===== config.mk =====
export PLATFORM = sky130hd
export DESIGN_NAME = rc4_keystream_cipher
export DESIGN_NICKNAME = d
export VERILOG_FILES = /design/src/rtl/core/rc4kc_pkg.sv /design/src/rtl/core/rc4_keystream_cipher.sv /design/src/rtl/core/rc4kc_datapath.sv /design/src/rtl/core/rc4kc_ctrl.sv
export SDC_FILE = /design/constraint.sdc
export NUM_CORES = 2
export LEC_CHECK = 0
export ABC_CLOCK_PERIOD_IN_PS = 9000
export BUFFER_PORTS_ARGS = -buffer_cell sky130_fd_sc_hd__buf_2
export CORE_MARGIN = 3
export CORE_UTILIZATION = 46
export DETAILED_ROUTE_END_ITERATION = 6
export RECOVER_POWER = 25
export SLEW_MARGIN = 20
export SYNTH_ARGS = -nofsm -noshare
export SYNTH_HDL_FRONTEND = slang
export SYNTH_SLANG_ARGS = --single-unit

===== constraint.sdc =====
create_clock -name clk -period 9 [get_ports clk]
set_input_delay 0.9 -clock clk [delete_from_list [all_inputs] [get_ports clk]]
set_output_delay 0.9 -clock clk [all_outputs]
set_load 0.005 [all_outputs]

===== src/rtl/core/rc4kc_pkg.sv =====
// Shared types and constants for the RC4 keystream cipher engine.
package rc4kc_pkg;

	// Fixed geometry of the cipher state and key storage.
	localparam int unsigned PERM_ENTRIES  = 256;
	localparam int unsigned PERM_AW       = $clog2(PERM_ENTRIES);
	localparam int unsigned BYTE_W        = 8;
	localparam int unsigned KEY_WORD_W    = 64;
	localparam int unsigned KEY_LEN_W     = 5;
	localparam int unsigned MAX_KEY_BYTES = 16;
	localparam int unsigned KIDX_W        = $clog2(MAX_KEY_BYTES);
	localparam int unsigned CFG_IDX_W     = 2;

	// Configuration register indexes.
	localparam logic [CFG_IDX_W-1:0] CFG_KEY_LOW    = 2'd0;
	localparam logic [CFG_IDX_W-1:0] CFG_KEY_HIGH   = 2'd1;
	localparam logic [CFG_IDX_W-1:0] CFG_KEY_LENGTH = 2'd2;

	localparam logic [KEY_LEN_W-1:0] KEY_LEN_RESET = 5'd16;

	// Input command codes.
	localparam logic CMD_INIT = 1'b0;
	localparam logic CMD_DATA = 1'b1;

	// Datapath operation issued by the controller for the current cycle.
	typedef enum logic [3:0] {
		OP_NONE,
		OP_FILL,
		OP_KS_RD_A,
		OP_KS_RD_B,
		OP_KS_WR_A,
		OP_KS_WR_B,
		OP_GEN_RD_I,
		OP_GEN_RD_J,
		OP_GEN_WR_I,
		OP_GEN_WR_J,
		OP_GEN_OUT
	} dp_op_t;

	// Commands from the controller to the datapath.
	typedef struct packed {
		dp_op_t op;
		logic   start;
		logic   start_init;
		logic   out_load;
	} dp_cmd_t;

	// Status from the datapath to the controller.
	typedef struct packed {
		logic ctr_last;
	} dp_status_t;

endpackage


===== src/rtl/core/rc4_keystream_cipher.sv =====
// Top level: a data byte passes through the keystream steps into the result register; one at a time.
// The next item is taken only once the result is loaded; a result waiting downstream delays this.
// Initialize makes 256 fill writes, then 256 schedule steps of two reads and two writes each,
// as the permutation memory has a single write port. It produces no result.
// Reset clears indices, handshakes and key registers (key length 16); the permutation
// memory holds nothing until an initialize transfer.
module rc4_keystream_cipher (
	input  logic                                clk,
	input  logic                                arst_n,
	input  logic                                cfg_wr_en,
	input  logic [rc4kc_pkg::CFG_IDX_W-1:0]     cfg_index,
	input  logic [rc4kc_pkg::KEY_WORD_W-1:0]    cfg_wdata,
	input  logic                                in_valid,
	output logic                                in_stall,
	input  logic                                cmd,
	input  logic [rc4kc_pkg::BYTE_W-1:0]        data_in,
	output logic                                out_valid,
	input  logic                                out_stall,
	output logic [rc4kc_pkg::BYTE_W-1:0]        data_out
);
	import rc4kc_pkg::*;

	dp_cmd_t    dp_cmd;
	dp_status_t dp_status;

	// Sequencer.
	rc4kc_ctrl u_ctrl (
		.clk       (clk),
		.arst_n    (arst_n),
		.in_valid  (in_valid),
		.in_stall  (in_stall),
		.cmd       (cmd),
		.out_valid (out_valid),
		.out_stall (out_stall),
		.dp_cmd    (dp_cmd),
		.dp_status (dp_status)
	);

	// Storage and arithmetic.
	rc4kc_datapath u_datapath (
		.clk       (clk),
		.arst_n    (arst_n),
		.cfg_wr_en (cfg_wr_en),
		.cfg_index (cfg_index),
		.cfg_wdata (cfg_wdata),
		.data_in   (data_in),
		.dp_cmd    (dp_cmd),
		.dp_status (dp_status),
		.data_out  (data_out)
	);

	// An accepted transfer always makes the block busy in the next cycle.
	a_busy_after_accept: assert property (@(posedge clk) disable iff (!arst_n)
		(in_valid && !in_stall) |=> in_stall)
		else $error("input not stalled after a transfer");

	// A data transfer is followed by its result being presented.
	a_data_result: assert property (@(posedge clk) disable iff (!arst_n)
		(in_valid && !in_stall && (cmd == CMD_DATA)) |-> ##6 out_valid)
		else $error("data result missing");

	// While the input is open, the datapath issues no operation.
	a_idle_quiet: assert property (@(posedge clk) disable iff (!arst_n)
		!in_stall |-> (dp_cmd.op == OP_NONE))
		else $error("datapath active while idle");

endmodule


===== src/rtl/core/rc4kc_datapath.sv =====
// Datapath: key registers, permutation memory, indices and output register.
module rc4kc_datapath (
	input  logic                              clk,
	input  logic                              arst_n,
	input  logic                              cfg_wr_en,
	input  logic [rc4kc_pkg::CFG_IDX_W-1:0]   cfg_index,
	input  logic [rc4kc_pkg::KEY_WORD_W-1:0]  cfg_wdata,
	input  logic [rc4kc_pkg::BYTE_W-1:0]      data_in,
	input  rc4kc_pkg::dp_cmd_t                dp_cmd,
	output rc4kc_pkg::dp_status_t             dp_status,
	output logic [rc4kc_pkg::BYTE_W-1:0]      data_out
);
	import rc4kc_pkg::*;

	logic [KEY_WORD_W-1:0]   key_low_q;
	logic [KEY_WORD_W-1:0]   key_high_q;
	logic [KEY_LEN_W-1:0]    key_length_q;
	logic [2*KEY_WORD_W-1:0] key_all;
	logic [KEY_LEN_W-1:0]    eff_len;
	logic                    kidx_last;
	logic [BYTE_W-1:0]       key_byte;

	logic [BYTE_W-1:0]       perm_mem [PERM_ENTRIES];
	logic [BYTE_W-1:0]       rdata_q;
	logic                    mem_we;
	logic [PERM_AW-1:0]      mem_waddr;
	logic [BYTE_W-1:0]       mem_wdata;
	logic                    rd_en;
	logic [PERM_AW-1:0]      rd_addr;

	logic [PERM_AW-1:0]      ctr_q;
	logic [KIDX_W-1:0]       kidx_q;
	logic [PERM_AW-1:0]      i_q;
	logic [PERM_AW-1:0]      j_q;
	logic [BYTE_W-1:0]       t_q;
	logic [BYTE_W-1:0]       u_q;
	logic [BYTE_W-1:0]       din_q;
	logic [BYTE_W-1:0]       data_out_q;

	logic [PERM_AW-1:0]      j_sched;
	logic [PERM_AW-1:0]      j_gen;
	logic [PERM_AW-1:0]      i_next;
	logic [PERM_AW-1:0]      k_addr;

	// Configuration registers.
	always_ff @(posedge clk or negedge arst_n) begin
		if (!arst_n) begin
			key_low_q    <= '0;
			key_high_q   <= '0;
			key_length_q <= KEY_LEN_RESET;
		end else if (cfg_wr_en) begin
			case (cfg_index)
				CFG_KEY_LOW:    key_low_q    <= cfg_wdata;
				CFG_KEY_HIGH:   key_high_q   <= cfg_wdata;
				CFG_KEY_LENGTH: key_length_q <= cfg_wdata[KEY_LEN_W-1:0];
				default: ;
			endcase
		end
	end

	// Effective key length: zero counts as one byte, large values saturate.
	always_comb begin
		if (key_length_q == '0) begin
			eff_len = KEY_LEN_W'(1);
		end else if (key_length_q > KEY_LEN_W'(MAX_KEY_BYTES)) begin
			eff_len = KEY_LEN_W'(MAX_KEY_BYTES);
		end else begin
			eff_len = key_length_q;
		end
	end

	// Current key byte, the key repeating cyclically.
	assign key_all   = {key_high_q, key_low_q};
	assign key_byte  = key_all[kidx_q*BYTE_W +: BYTE_W];
	assign kidx_last = (KEY_LEN_W'(kidx_q) == eff_len - KEY_LEN_W'(1));

	// Index arithmetic, all modulo the permutation size.
	assign j_sched = j_q + rdata_q + key_byte;
	assign j_gen   = j_q + rdata_q;
	assign i_next  = i_q + PERM_AW'(1);
	assign k_addr  = t_q + u_q;

	assign dp_status.ctr_last = (ctr_q == '1);

	// Memory port selection for each operation.
	always_comb begin
		mem_we    = 1'b0;
		mem_waddr = ctr_q;
		mem_wdata = ctr_q;
		rd_en     = 1'b0;
		rd_addr   = ctr_q;
		case (dp_cmd.op)
			OP_FILL: begin
				mem_we = 1'b1;
			end
			OP_KS_RD_A: begin
				rd_en = 1'b1;
			end
			OP_KS_RD_B: begin
				rd_en   = 1'b1;
				rd_addr = j_sched;
			end
			OP_KS_WR_A: begin
				mem_we    = 1'b1;
				mem_wdata = rdata_q;
			end
			OP_KS_WR_B: begin
				mem_we    = 1'b1;
				mem_waddr = j_q;
				mem_wdata = t_q;
			end
			OP_GEN_RD_I: begin
				rd_en   = 1'b1;
				rd_addr = i_next;
			end
			OP_GEN_RD_J: begin
				rd_en   = 1'b1;
				rd_addr = j_gen;
			end
			OP_GEN_WR_I: begin
				mem_we    = 1'b1;
				mem_waddr = i_q;
				mem_wdata = rdata_q;
			end
			OP_GEN_WR_J: begin
				mem_we    = 1'b1;
				mem_waddr = j_q;
				mem_wdata = t_q;
				rd_en     = 1'b1;
				rd_addr   = k_addr;
			end
			default: ;
		endcase
	end

	// Permutation memory with registered read; a read of the address being
	// written in the same cycle returns the new data.
	always_ff @(posedge clk) begin
		if (mem_we) begin
			perm_mem[mem_waddr] <= mem_wdata;
		end
		if (rd_en) begin
			if (mem_we && (mem_waddr == rd_addr)) begin
				rdata_q <= mem_wdata;
			end else begin
				rdata_q <= perm_mem[rd_addr];
			end
		end
	end

	// Counters and cipher indices.
	always_ff @(posedge clk or negedge arst_n) begin
		if (!arst_n) begin
			ctr_q  <= '0;
			kidx_q <= '0;
			i_q    <= '0;
			j_q    <= '0;
		end else begin
			if (dp_cmd.start_init) begin
				ctr_q  <= '0;
				kidx_q <= '0;
				j_q    <= '0;
			end
			case (dp_cmd.op)
				OP_FILL: begin
					ctr_q <= ctr_q + PERM_AW'(1);
				end
				OP_KS_RD_B: begin
					j_q <= j_sched;
				end
				OP_KS_WR_B: begin
					ctr_q  <= ctr_q + PERM_AW'(1);
					kidx_q <= kidx_last ? '0 : kidx_q + KIDX_W'(1);
					if (dp_status.ctr_last) begin
						i_q <= '0;
						j_q <= '0;
					end
				end
				OP_GEN_RD_I: begin
					i_q <= i_next;
				end
				OP_GEN_RD_J: begin
					j_q <= j_gen;
				end
				default: ;
			endcase
		end
	end

	// Swap holding registers, input byte and result register.
	always_ff @(posedge clk) begin
		if (dp_cmd.start) begin
			din_q <= data_in;
		end
		if ((dp_cmd.op == OP_KS_RD_B) || (dp_cmd.op == OP_GEN_RD_J)) begin
			t_q <= rdata_q;
		end
		if (dp_cmd.op == OP_GEN_WR_I) begin
			u_q <= rdata_q;
		end
		if (dp_cmd.out_load) begin
			data_out_q <= din_q ^ rdata_q;
		end
	end

	assign data_out = data_out_q;

endmodule


===== src/rtl/core/rc4kc_ctrl.sv =====
// Controller: sequences key schedule and keystream steps, owns the handshakes.
module rc4kc_ctrl (
	input  logic                  clk,
	input  logic                  arst_n,
	input  logic                  in_valid,
	output logic                  in_stall,
	input  logic                  cmd,
	output logic                  out_valid,
	input  logic                  out_stall,
	output rc4kc_pkg::dp_cmd_t    dp_cmd,
	input  rc4kc_pkg::dp_status_t dp_status
);
	import rc4kc_pkg::*;

	typedef enum logic [3:0] {
		ST_IDLE,
		ST_FILL,
		ST_KS_RD_A,
		ST_KS_RD_B,
		ST_KS_WR_A,
		ST_KS_WR_B,
		ST_GEN_RD_I,
		ST_GEN_RD_J,
		ST_GEN_WR_I,
		ST_GEN_WR_J,
		ST_GEN_OUT
	} state_t;

	state_t state_q;
	logic   out_valid_q;
	logic   in_accept;
	logic   out_free;

	assign in_stall  = (state_q != ST_IDLE);
	assign in_accept = in_valid && !in_stall;
	assign out_free  = !out_valid_q || !out_stall;
	assign out_valid = out_valid_q;

	// Datapath commands decoded from the current state.
	always_comb begin
		dp_cmd.start      = in_accept;
		dp_cmd.start_init = in_accept && (cmd == CMD_INIT);
		dp_cmd.out_load   = (state_q == ST_GEN_OUT) && out_free;
		case (state_q)
			ST_FILL:     dp_cmd.op = OP_FILL;
			ST_KS_RD_A:  dp_cmd.op = OP_KS_RD_A;
			ST_KS_RD_B:  dp_cmd.op = OP_KS_RD_B;
			ST_KS_WR_A:  dp_cmd.op = OP_KS_WR_A;
			ST_KS_WR_B:  dp_cmd.op = OP_KS_WR_B;
			ST_GEN_RD_I: dp_cmd.op = OP_GEN_RD_I;
			ST_GEN_RD_J: dp_cmd.op = OP_GEN_RD_J;
			ST_GEN_WR_I: dp_cmd.op = OP_GEN_WR_I;
			ST_GEN_WR_J: dp_cmd.op = OP_GEN_WR_J;
			ST_GEN_OUT:  dp_cmd.op = OP_GEN_OUT;
			default:     dp_cmd.op = OP_NONE;
		endcase
	end

	// State register and result-valid flag.
	always_ff @(posedge clk or negedge arst_n) begin
		if (!arst_n) begin
			state_q     <= ST_IDLE;
			out_valid_q <= 1'b0;
		end else begin
			if (dp_cmd.out_load) begin
				out_valid_q <= 1'b1;
			end else if (!out_stall) begin
				out_valid_q <= 1'b0;
			end
			case (state_q)
				ST_IDLE: begin
					if (in_accept) begin
						state_q <= (cmd == CMD_INIT) ? ST_FILL : ST_GEN_RD_I;
					end
				end
				ST_FILL: begin
					if (dp_status.ctr_last) begin
						state_q <= ST_KS_RD_A;
					end
				end
				ST_KS_RD_A: state_q <= ST_KS_RD_B;
				ST_KS_RD_B: state_q <= ST_KS_WR_A;
				ST_KS_WR_A: state_q <= ST_KS_WR_B;
				ST_KS_WR_B: begin
					state_q <= dp_status.ctr_last ? ST_IDLE : ST_KS_RD_A;
				end
				ST_GEN_RD_I: state_q <= ST_GEN_RD_J;
				ST_GEN_RD_J: state_q <= ST_GEN_WR_I;
				ST_GEN_WR_I: state_q <= ST_GEN_WR_J;
				ST_GEN_WR_J: state_q <= ST_GEN_OUT;
				ST_GEN_OUT: begin
					if (out_free) begin
						state_q <= ST_IDLE;
					end
				end
				default: state_q <= ST_IDLE;
			endcase
		end
	end

endmodule

Word level (Yosys, flattened, before mapping)

Memory sizes are Yosys's and may differ from the RTL's. A register that Yosys moved wholly into a read port is not among the register bits.
Index checks and enable logic that the tools add are counted.

Input bits: 80
Bits in registers: 198
Logic and storage cells: 106
ROM bits: 64
Memories kept: 2
Output and inout port bits: 10
RAM bits: 2048

Memory list:

| name                | depth | width | rd ports | clocked after Yosys merged registers in | wr ports | line                 | text |
|---|---|---|---|---|---|---|---|
| u_datapath.perm_mem | 256   | 8     | 1        | 1                                       | 1        | rc4kc_datapath.sv:23 | `logic [BYTE_W-1:0] perm_mem [PERM_ENTRIES];` |
| (name not given)    | 16    | 4     | 1        | 0                                       | 0        | rc4kc_ctrl.sv:44     | `case (state_q)` |

Bitwise gates (word level): 2
$add $sub $neg: 7
Reduce and logical (&&, ||, !) cells: 25
Equal/unequal tests: 28
Shift operators: 1
Mux-type cells: 27
$lt $le $gt $ge: 1

Operator list:

| kind                  | number |
|---|---|
| $shiftx A128 B8 Y8    | 1 |
| $pmux W8 S2           | 3 |
| $pmux W4 S11          | 1 |
| $mux W8               | 5 |
| $eq A4 B3 Y1 const B  | 8 |
| $pmux W8 S4           | 1 |
| $add A8 B8 Y8         | 3 |
| $mux W4               | 6 |
| $pmux W8 S3           | 1 |
| $eq A4 B4 Y1 const B  | 5 |
| $add A8 B1 Y8 const B | 2 |
| $eq A4 B2 Y1 const B  | 4 |
| $mux W5               | 2 |
| $reduce_or A5 Y1      | 2 |
| $eq A4 B1 Y1 const B  | 2 |
| $eq A8 B8 Y1 const B  | 1 |
| $ne A2 B1 Y1 const B  | 4 |
| $reduce_and A2 Y1     | 4 |
| $xor A8 B8 Y8         | 1 |
| $mux W1               | 6 |
| $reduce_bool A2 Y1    | 3 |
| $reduce_or A2 Y1      | 3 |
| $eq A4 B5 Y1          | 1 |
| $gt A5 B5 Y1 const B  | 1 |
| other kinds (16)      | 21 |

Depth between registers and ports, before layout

Depth after elaboration: 7
Depth in mapped cells: 23
Depth with buffers taken out: 19

Hierarchy

From an unflattened synthesis, not the netlist that was laid out.

Cells, all modules: 7016
Area, all modules: 93214.4 um^2

Modules (own cells, without submodules):

| module         | instances | cells an instance | seq. area each (um^2) | area each (um^2) |
|---|---|---|---|---|
| rc4kc_datapath | 1         | 6970              | 66730.2               | 92841.5 |
| rc4kc_ctrl     | 1         | 46                | 125.1                 | 372.9 |

Worst setup path before layout

No wires, ideal clock.

Path kind: register -> register
Start point: register u_ctrl.state_q[3]
End point: memory u_datapath.perm_mem[0][3], data pin
Clock period less this slack: 9929 ps
Setup slack: -929 ps
Arrival: 8342 ps
Path buffers: 3
Stages on the path, launching flop included: 8
Setup time: 1586 ps
Data required time: 7414 ps
Cell sequence: dfrtp_1 -> buf_4 -> buf_2 -> xnor2_2 -> nor2_1 -> clkbuf_1 -> nor2_1 -> a21oi_1

Word-level cells in the longest chain between the ends: 4
Elaborated cells on any way between the ends: 8
Classes of those cells: 4 x eq/ne; 1 x mux; 2 x reduce/logical; 1 x memory

Ends and longest elaborated chain:

| element                                      | line                 | text |
|---|---|---|
| start, declared                              | rc4kc_ctrl.sv:29     | `state_t state_q;` |
| start signal, assigned                       | rc4kc_ctrl.sv:73     | `state_q <= (cmd == CMD_INIT) ? ST_FILL : ST_GEN_RD_I;` |
| start signal, assigned                       | rc4kc_ctrl.sv:85     | `state_q <= dp_status.ctr_last ? ST_IDLE : ST_KS_RD_A;` |
| $mem_v2 Z16 W4 *                             | --                   |  |
| $eq A4 B4 Y1 or $eq A4 B3 Y1 (tied branches) | rc4kc_datapath.sv:92 | `case (dp_cmd.op)` |
| $reduce_or A2 Y1 (no line)                   | --                   |  |
| $pmux W8 S2 *                                | rc4kc_datapath.sv:92 |  |
| via u_datapath.mem_wdata[3]                  | rc4kc_datapath.sv:27 | `logic [BYTE_W-1:0] mem_wdata;` |
| end, declared                                | rc4kc_datapath.sv:23 |  |

The timed path passes the listed nets; every way through them passes the cells marked *.

Worst setup path in the final report

Start point: register u_datapath.kidx_q[0]
End point: register u_datapath.rdata_q[5], read port of u_datapath.perm_mem, data pin

Word-level cells in the longest chain between the ends: 3

Ends and longest elaborated chain:

| element                | line                  | text |
|---|---|---|
| start, declared        | rc4kc_datapath.sv:32  | `logic [KIDX_W-1:0] kidx_q;` |
| start signal, assigned | rc4kc_datapath.sv:173 | `kidx_q <= kidx_last ? '0 : kidx_q + KIDX_W'(1);` |
| $shiftx A128 B8 Y8     | rc4kc_datapath.sv:74  | `assign key_byte = key_all[kidx_q*BYTE_W +: BYTE_W];` |
| $add A8 B8 Y8          | rc4kc_datapath.sv:78  | `assign j_sched = j_q + rdata_q + key_byte;` |
| $pmux W8 S4            | rc4kc_datapath.sv:92  |  |
| end, declared          | rc4kc_datapath.sv:24  | `logic [BYTE_W-1:0] rdata_q;` |

No other way between the ends.
A chain may end at the register's enable or synchronous reset.

==> metrics <==
Setup Viol. Count Final=0; FILL cells=16.80k; slew of the pin with the lowest slew margin=~4.8 ns; top cell family by delay on the critical path=compound AO/OA/AOI/OAI gates; Clock Latency Late Sink=between 0.8 and 0.9 ns; Vias=61.22k; worst hold margin=0.1984 ns; minimum clock period=7.676 ns; register clock-pin slew on the reported worst setup and hold paths=0.07 ns; Required @ worst endpoint=roughly 9.6 ns; Post-CTS Hold Buffers=0; Crit. End Element=flip-flop; WP buf/inv=3; Final Hold Viols=0; failing checks=capacitance limit, slew limit; Tightest Hold Check Type=input pin to flip-flop; Syn Area/Cell=13.58 µm²; Post-synth EDFFs=2088; Synth area leader=edfxtp_1; initial antenna violation count=17; fin. max-slew vios=1446; GRT overflow=0; synthesized area=around 0.093 mm²; largest net degree at the start of global routing=205; initial core utilization=0.4644; Tcrit/Tclk final=0.8528; setup TNS=0 ns; share of post-route cells with drive strength above 1=0.1156; gr usage total=0.2744; footprint of the multi-input gates=0.02409 mm²; Die X=456.1 µm; total CTS buffers=223; Placed Area=around 0.097 mm²; Netlist cell types=103; Critical Path AT=8.28 ns; Port Buffers=89; core area=approximately 0.2 mm²; CP max FO=79; Via density=around 6.3; vias in the first global route=57.29k; clk_skew=a little over 0.05 ns; Register Area=0.06686 mm²; synthesis-to-layout area growth=11.14%; Max clock buf depth=3; Mapped Cells=roughly 6.9k; sequential element share of the synthesized area=0.7174; outcome=finished, violations left; Detail Route Antenna Nets=0; final wirelength=slightly below 300000 µm; most area-consuming cells after synthesis=edfxtp_1 (67%), nand2_1 (5.5%), dfrtp_1 (4.4%), a21oi_1 (2.7%), nand3_1 (2.4%); die area=0.2080 mm²; synth warn=0; Max transition margin=-2.199; CTS tree=done; first-pass GRT wire length=418700 µm; Residual DRC=0; routability cong.=0.9472; First-pass DRT Iterations=7; fmax=130.3 MHz; CP Launch Type=flip-flop; Crit Path Class=flip-flop to flip-flop; Synth top area share=0.6728; Post-synth top flop=edfxtp_1; # IOs=90; DP Worst Slack=1.745 ns; RSZ-0062 raised after global routing=false; Sink Count=2254; CTS H-tree lvls=4; Initial DRC Count=9409; Setup Buffers After CTS=0; NumNets Final=around 7k; worst setup margin=1.324 ns; Design Area, Final=0.1036 mm²; DP HPWL=175800 µm; crit path cell chain=buf_4 > mux4_2 > mux4_2 > inv_1 > fa_1 > a21oi_1 > a211oi_4 > or3_4 > buf_12 > nand2_1 > a221oi_1 > nor4_1 > o21ai_0 > o22ai_1 > o21ai_0 > and4_1 > a221oi_2; Max stage delay cell, worst path=dfrtp_1; root buf cell=clkbuf_16; max-capacitance violation count=14; height of the die=between 400 and 500 µm; post-synthesis net count=6969; slowest stage delay, CP=1.02 ns; Post-synth ARST share=0.07365; quantity of gates resized following cts=0; row count=164; wire per inst=30.20 µm; flops & latches, synth=approximately 2.3k
[cells by family (layout without fill, tap and decap cells)]
kind of cell | after synthesis | after routing | share of synthesized area
adders and majority gates | 28 | 28 | 0.004001
muxes | 368 | 368 | 0.04844
other | 0 | 8 | 0
DFF | 2254 | 2254 | 0.7174
buffers and inverters | 507 | 685 | 0.02653
and+or+nand+nor | 2398 | 2398 | 0.1099
xor gates and xnor gates | 35 | 35 | 0.003370
AOI/OAI and AO/OA | 1271 | 1271 | 0.09037
[state kept, by name, summed over array words and instances (netlist names), 5 cells and up]
name	cells
u_datapath.i_q	8
u_datapath.u_q	8
u_datapath.key_length_q	5
u_datapath.rdata_q	8
u_datapath.ctr_q	8
u_datapath.key_low_q	64
u_datapath.data_out	8
u_datapath.perm_mem	2048
u_datapath.key_high_q	64
u_datapath.j_q	8
u_datapath.din_q	8
u_datapath.t_q	8
[layout by cell type (no fill, tap or decap), types with 49 or more instances in the layout]
| cell type | n |
|---|---|
| nand4_1 | 53 |
| mux2_2 | 134 |
| a221oi_1 | 113 |
| clkinv_1 | 49 |
| nand2_1 | 1374 |
| a211oi_1 | 62 |
| buf_4 | 126 |
| a21oi_1 | 488 |
| a31oi_1 | 61 |
| nor2_1 | 342 |
| dfrtp_1 | 165 |
| edfxtp_1 | 2088 |
| clkbuf_16 | 227 |
| o21ai_0 | 84 |
| a32oi_1 | 81 |
| clkbuf_1 | 52 |
| mux2i_1 | 181 |
| buf_2 | 82 |
| a22oi_1 | 129 |
| nand3_1 | 445 |
| mux4_2 | 53 |
[worst register-to-register path, delay by kind of cell (launching register included)]
kind / cells / cell delay [ns]
AO/OA/AOI/OAI: 7 / 2.49
adder cells (fa/ha/maj): 1 / 0.22
buffers and inverters: 3 / 1.02
flip-flops: 1 / 1.02
multiplexers: 2 / 1.06
AND/OR/NAND/NOR: 4 / 1.62
[cells in the mapped netlist, types with 21 or more instances]
library cell	count
o211ai_1	29
and3_1	37
mux2_2	134
nor3_1	21
nand3_1	447
dfrtp_1	165
a22oi_1	129
ha_1	25
nand2_1	1374
buf_1	51
clkbuf_1	146
a21oi_1	495
mux4_2	53
buf_4	55
mux2i_1	181
o21ai_1	23
buf_2	223
nor2_1	362
a311oi_1	31
edfxtp_1	2088
nand4_1	53
a32oi_1	81
a221oi_1	113
a211oi_1	62
a31oi_1	61
o22ai_1	25
o21ai_0	83
[metrics by stage]
step / instances / util
floorplan: 6861 / -
global placement: 9289 / 0.4811
detailed placement: 9291 / 0.4813
CTS: 9695 / 0.5168
global route: 9697 / 0.5161
finish: 9703 / 0.5161
[area by class of cell]
cell class              instances  area share
diodes                          8   0.0001933
clock buffers                 273     0.05719
clock inverters               131     0.01157
inverters                      20   0.0007248
multi-input cells            4100      0.2325
flip-flops and latches       2254      0.6455
well taps                    2656     0.03208
repair buffers                261     0.02023
[path summary, 6_finish.rpt]
| path | startpoint | end | slack, ns | cells after the start |
|---|---|---|---|---|
| worst min-delay path | data_in[5] | u_datapath.din_q[5]$_DFFE_PP_ | 0.20 | 1 |
| worst max register to register | u_datapath.kidx_q[0]$_DFFE_PN0P_ | u_datapath.rdata_q[5]$_DFFE_PP_ | 1.32 | 17 |
| max in group asynchronous | arst_n | u_datapath.key_high_q[24]$_DFFE_PN0P_ | 3.47 | 2 |
| worst min register to register | u_datapath.key_high_q[30]$_DFFE_PN0P_ | u_datapath.key_high_q[30]$_DFFE_PN0P_ | 0.50 | 1 |
| worst max-delay path | u_datapath.kidx_q[0]$_DFFE_PN0P_ | u_datapath.rdata_q[5]$_DFFE_PP_ | 1.32 | 17 |
| min in group asynchronous | arst_n | u_datapath.key_high_q[20]$_DFFE_PN0P_ | 1.77 | 1 |
[metal layers]
metal | GRT usage | share of wire
met5 | 0 | 0.00046
met1 | 0.3858 | 0.40
met3 | 0.06661 | 0.11
met2 | 0.4105 | 0.45
met4 | 0.1143 | 0.047
Power is not shown: default switching activity piles up to over one toggle a cycle in this logic, so the estimate is an artifact.
